[src/rtl/mjt_pkg.sv]
// shared types and constants of the minimum-jerk trajectory sampler
`timescale 1ns / 1ps

package mjt_pkg;

    // normalized time s = t / T in Q0.30, 1/T in Q.40, guard fraction bits
    localparam int S_BITS   = 30;
    localparam int INV_BITS = 40;
    localparam int GUARD    = 8;
    localparam int SETUP_K  = 32 - GUARD;
    localparam int MULQ_LAT = 4;
    localparam int DUR_W    = 26;
    localparam int CFG_W    = 32;
    localparam int IDX_W    = 3;

    // register indexes
    localparam logic [IDX_W-1:0] REG_START_POS = 3'd0;
    localparam logic [IDX_W-1:0] REG_END_POS   = 3'd1;
    localparam logic [IDX_W-1:0] REG_START_VEL = 3'd2;
    localparam logic [IDX_W-1:0] REG_END_VEL   = 3'd3;
    localparam logic [IDX_W-1:0] REG_START_ACC = 3'd4;
    localparam logic [IDX_W-1:0] REG_END_ACC   = 3'd5;
    localparam logic [IDX_W-1:0] REG_DURATION  = 3'd6;

    localparam logic [DUR_W-1:0] DUR_RESET = 26'd3000000;
    localparam logic [63:0]      TS_BIAS   = 64'd500000;
    localparam logic [63:0]      IT_NUM    = 64'd1000000 << INV_BITS;
    localparam logic [5:0]       DIV_LAST  = 6'd63;

    // T in Q.32 = dur * 4294 + floor((dur * 15114 + 7812) / 15625),
    // the division done as a multiply by ceil(2^54 / 15625)
    localparam logic [38:0] TS_INT   = 39'd4294;
    localparam logic [39:0] TS_FRAC  = 40'd15114;
    localparam logic [39:0] TS_HALF  = 40'd7812;
    localparam logic [40:0] TS_RECIP = 41'd1152921504607;

    localparam logic signed [63:0] SAT_MAX = 64'sh7FFF_FFFF_FFFF_FFFF;
    localparam logic signed [63:0] SAT_MIN = 64'sh8000_0000_0000_0000;

    // setup multiplier operations
    localparam logic [2:0] OP_TS  = 3'd0;
    localparam logic [2:0] OP_TS2 = 3'd1;
    localparam logic [2:0] OP_V0  = 3'd2;
    localparam logic [2:0] OP_VF  = 3'd3;
    localparam logic [2:0] OP_W0  = 3'd4;
    localparam logic [2:0] OP_WF  = 3'd5;

    typedef enum logic [2:0] {
        ST_IDLE,
        ST_START,
        ST_DIV_IT,
        ST_MUL_ISSUE,
        ST_MUL_WAIT,
        ST_COEF,
        ST_SCALE
    } t_setup_state;

    // travels with each sample down the pipeline
    typedef struct packed {
        logic [S_BITS-1:0] s;
        logic              done;
    } t_side;

    // per-segment coefficients, stable while samples flow
    typedef struct packed {
        logic signed [63:0] n5;
        logic signed [63:0] n4;
        logic signed [63:0] n3;
        logic signed [63:0] w0;
        logic signed [63:0] w0x2;
        logic signed [63:0] v0x2;
        logic signed [63:0] q0x2;
        logic signed [63:0] n5x5;
        logic signed [63:0] n4x4;
        logic signed [63:0] n3x3;
        logic signed [63:0] n5x20;
        logic signed [63:0] n4x12;
        logic signed [63:0] n3x6;
        logic [59:0]        inv_t;
        logic [31:0]        end_pos;
        logic [31:0]        end_vel;
        logic [31:0]        end_acc;
        logic [DUR_W-1:0]   dur;
    } t_coef;

endpackage

[src/rtl/mjt_sdiv.sv]
// pipelined restoring divider for normalized time, one quotient bit per stage
`timescale 1ns / 1ps

module mjt_sdiv (
    input  logic                      i_clk,
    input  logic                      i_rst_n,
    input  logic                      i_en,
    input  logic                      i_valid,
    input  logic [mjt_pkg::DUR_W-1:0] i_elapsed,
    input  logic [mjt_pkg::DUR_W-1:0] i_dur,
    output logic                      o_valid,
    output mjt_pkg::t_side            o_side
);
    import mjt_pkg::*;

    logic [S_BITS:0]    r_v;
    logic [DUR_W-1:0]   r_rem  [0:S_BITS];
    logic [S_BITS-1:0]  r_q    [0:S_BITS];
    logic [S_BITS:0]    r_done;

    logic [DUR_W:0]     rem_sh [0:S_BITS-1];
    logic [DUR_W:0]     rem_nx [0:S_BITS-1];
    logic [S_BITS-1:0]  ge;

    always_comb begin
        for (int i = 0; i < S_BITS; i++) begin
            rem_sh[i] = {r_rem[i], 1'b0};
            ge[i]     = rem_sh[i] >= {1'b0, i_dur};
            rem_nx[i] = ge[i] ? (rem_sh[i] - {1'b0, i_dur}) : rem_sh[i];
        end
    end

    always_ff @(posedge i_clk) begin
        if (!i_rst_n) begin
            r_v <= '0;
        end else if (i_en) begin
            r_v <= {r_v[S_BITS-1:0], i_valid};
        end
    end

    always_ff @(posedge i_clk) begin
        if (i_en) begin
            r_rem[0]  <= i_elapsed;
            r_q[0]    <= '0;
            r_done[0] <= i_elapsed >= i_dur;
            for (int i = 0; i < S_BITS; i++) begin
                r_rem[i+1]  <= rem_nx[i][DUR_W-1:0];
                r_q[i+1]    <= {r_q[i][S_BITS-2:0], ge[i]};
                r_done[i+1] <= r_done[i];
            end
        end
    end

    assign o_valid     = r_v[S_BITS];
    assign o_side.s    = r_q[S_BITS];
    assign o_side.done = r_done[S_BITS];

endmodule

[config.mk]
export PLATFORM = sky130hd
export DESIGN_NAME = mjt_sdiv
export DESIGN_NICKNAME = d
export VERILOG_FILES = /design/src/rtl/mjt_pkg.sv /design/src/rtl/mjt_sdiv.sv
export SDC_FILE = /design/constraint.sdc
export NUM_CORES = 2
export LEC_CHECK = 0
export BUFFER_PORTS_ARGS = -buffer_cell sky130_fd_sc_hd__clkbuf_2
export CORE_ASPECT_RATIO = 0.7
export CORE_MARGIN = 2
export CORE_UTILIZATION = 23
export CTS_BUF_LIST = sky130_fd_sc_hd__clkbuf_4
export DETAILED_ROUTE_END_ITERATION = 8
export PLACE_DENSITY = 0.34
export SYNTH_ARGS = -nofsm -noshare
export SYNTH_HDL_FRONTEND = slang
export SYNTH_SLANG_ARGS = --single-unit
export TNS_END_PERCENT = 5
[constraint.sdc]
create_clock -name i_clk -period 7.65 [get_ports i_clk]
set_input_delay 0.765 -clock i_clk [delete_from_list [all_inputs] [get_ports i_clk]]
set_output_delay 0.765 -clock i_clk [all_outputs]
set_load 0.005 [all_outputs]
==> results.py <==
metrics = {
    "clock_tree": {
        "cts_made_buffers": 387,
        "cts_buffer_depth": 4,
        "clk_pin_slew_ns": 0.08,
        "cts.repair.resized": 0,
        "tritoncts": "done",
        "cts-root-buf": "clkbuf_4",
        "postCtsSetupRepairBufs": 0,
        "hold_buffers": 33,
        "tritoncts_num_sinks": 1307,
        "htreeDepth": 5,
        "clock_latency_ns": 1.32,
    },
    "timing": {
        "finalHoldViolations": 0,
        "finClkSkew_ns": 0.126,
        "slew_violations": 0,
        "rsz0062_at_grt": "no",
        "finalSetupViolCount": 0,
        "setup_tns_ns": 0,
        "fin_crit_ns": 4.54,
        "relSlewSlack_pct": 22.1,
        "worst_slew_pin_slew_ns": 1.17,
        "fmax_mhz": 220,
        "period_share_pct": 59.3,
    },
    "yosys": {
        "synth_ff_type": "edfxtp_1",
        "yosys.cell_types.count": 95,
        "yosysWarnings": 0,
        "synth_top_area_share_pct": 45.5,
        "synth-edff-count": 1276,
        "synthTopCellsByArea": "edfxtp_1, ha_1, xnor2_1, mux2_2, a21oi_1",
        "yosysSeqAreaShare_pct": 46.3,
        "syn_avg_cell_area_um2": 11.0,
        "async_flop_share_pct": 0,
        "synth_area_um2": 84200,
        "syn_inst": 7639,
        "synth_nets": 8529,
        "synth_seq_cells": 1307,
        "synth_area_leader_cell": "edfxtp_1",
    },
    "detailed_routing": {
        "drtPass1Iterations": 5,
        "vias": 61600,
        "ant_nets": 0,
        "drc": 0,
        "drt_iter0_markers": 3383,
        "wire_per_inst_um": 19.7,
        "drt_wl_total_um": 260000,
        "post_drt_via_cell_ratio": 4.67,
    },
    "min_path": {
        "min_path_cells": 2,
        "holdCritPathClass": "in -> reg",
        "whs_endpoint": "r_rem[0][21]",
        "holdCritStartpoint": "i_elapsed[21]",
    },
    "power_and_ir_drop": {
        "vdd_drop_max_mv": 0.177,
        "p_per_area_nw_per_um2": 445,
        "p_total_mw": 42.7,
        "leakage_nw": 37.2,
    },
    "finish": {
        "fillers": 38200,
        "fin_area_um2": 96100,
        "final_common_cell": "edfxtp_1",
        "seq_area_um2": 38900,
        "final_cell_mix": "edfxtp_1, ha_1, a21oi_1",
        "layout.nets": 8948,
        "drive_gt1_share_pct": 14.3,
        "syn_to_final_growth_pct": 14.2,
        "multiInputGateArea_um2": 43600,
    },
    "setup_path": {
        "critPathSlowestCell": "nor4b_1",
        "critPathRequiredTime_ns": 8.68,
        "worstPathCellList": "dlygate4sd3_1 > clkbuf_2 > inv_4 > buf_4 > fa_1 > a21o_1 > a21oi_1 > o21ai_0 > nor4b_1 > o311ai_0 > and2_1 > o21ai_0 > a21oi_1 > xnor2_1 > mux2_2",
        "max_stage_delay_ns": 0.64,
        "worst-r2r-setup-slack_ns": 3.22,
        "crit_path_max_fanout": 31,
        "rr_worst_depth": 11,
        "worst_setup_path_start_kind": "input port",
        "path_delay_family": "buffers and inverters",
        "end_kind": "register",
        "cp.buffers_inverters": 4,
        "rr_endpoint": "r_rem[0][133]",
        "crit_type": "in -> reg",
        "cp.arrival_ns": 5.57,
        "r2r_start": "r_rem[0][111]",
    },
    "grt": {
        "grt_max_degree": 139,
        "antenna_found_initial": 18,
        "grt_pass1_vias": 61500,
        "grt_pass1_wl_um": 392000,
        "grt_overflow_total": 0,
        "grt_usage_pct": 13.7,
    },
    "die": {
        "dieArea_um2": 371000,
        "die_h_um": 510,
        "io_pins": 88,
        "core_area_um2": 364000,
        "std_cell_rows": 185,
        "start_util_pct": 23.1,
        "die_x_um": 727,
    },
    "place": {
        "dp_hpwl_um": 182000,
        "gp_congestion": 0.821,
        "port_buffers": 87,
        "dpl_cell_area_um2": 90900,
    },
    "status": {
        "status": "finished clean",
    },
    "job": {
        "maxCapViolations": 0,
    },
}
-- worst reg2reg max path, cell delays in order (launching register included) --
cell      delay [ns]
edfxtp_1        0.43
ha_1            0.37
and2_1          0.18
a221o_1         0.34
nor3_1          0.21
a211oi_1        0.20
a21oi_2         0.26
o21ai_1         0.14
or2_1           0.26
a311o_1         0.36
a31oi_4         0.91
mux2_2          0.45
-- state kept, by name, summed over array words and instances (netlist names) --
name	cells
r_v	31
r_q	465
r_rem	780
r_done	31
-- synth_stat cells, drive strengths merged (31+ instances only) --
master / instances
edfxtp: 1276
ha: 805
a21oi: 629
nand2: 611
o21ai: 601
nor2: 436
xnor2: 380
a21o: 353
mux2: 328
xor2: 235
inv: 231
nand3: 120
nor3: 116
nor2b: 113
nand4: 107
clkbuf: 102
o21a: 100
o21bai: 100
nand2b: 97
buf: 84
a211oi: 61
o31ai: 59
a31oi: 50
and3: 45
mux2i: 44
and2: 41
dfxtp: 31
-- layout make-up --
cell class | count | area share [%]
Multi-Input combinational cell | 5915 | 45.4
Antenna cell | 11 | 0.0286
Tap cell | 4862 | 6.33
Inverter | 231 | 0.909
Timing Repair Buffer | 216 | 1.82
Clock buffer | 544 | 4.25
Clock inverter | 127 | 0.776
Sequential cell | 1307 | 40.5
-- how the worst max path moves through the flow --
stage,cells after the start,start,to,slack [ns]
floorplan,14,i_dur[0],r_rem[1][180],1.20
global placement,14,i_dur[1],r_rem[0][131],2.00
detailed placement,12,i_dur[6],r_rem[1][145],1.86
CTS,11,r_rem[0][111],r_rem[0][135],3.20
global route,12,i_dur[6],r_rem[1][145],2.91
finish,15,i_dur[0],r_rem[0][180],3.11
-- report_power, final --
group	switching [mW]	total [mW]	leakage (nW)	internal, mW
registers	1.72	13.5	12.7	11.7
logic	12.5	22.3	21.6	9.78
clock network	3.46	7.00	2.86	3.54
total	17.7	42.7	37.2	25.1
-- through the flow --
stage	utilization, %	setup WS, ns	hold WS, ns	std cells
floorplan	-	1.20	0.400	7639
global placement	25.0	2.00	0.400	12500
detailed placement	25.0	1.86	0.405	12500
CTS	26.4	3.20	0.000506	13200
global route	26.4	2.91	0.0828	13200
finish	26.4	3.11	0.255	13200
-- logic make-up (layout without fill, tap and decap cells) --
family | after synthesis | count (layout) | share of synthesized area [%]
AOI/OAI and AO/OA | 2268 | 2268 | 17.3
and+or+nand+nor | 1826 | 1826 | 10.3
DFF | 1307 | 1307 | 46.3
adders and majority gates | 834 | 834 | 12.7
xor gates and xnor gates | 615 | 615 | 6.40
buffers and inverters | 417 | 1118 | 2.14
muxes | 372 | 372 | 5.00
other | 0 | 11 | 0
-- routing by layer --
layer / track usage (%) / up-vias / routed length, um
met2: 19.7 / 1213 / 105000
met3: 2.31 / 485 / 10900
met1: 20.7 / 29800 / 137000
li1: - / 30100 / -
met4: 3.89 / 14 / 6900
met5: 0 / - / 101
(Power assumes the default switching activity.)
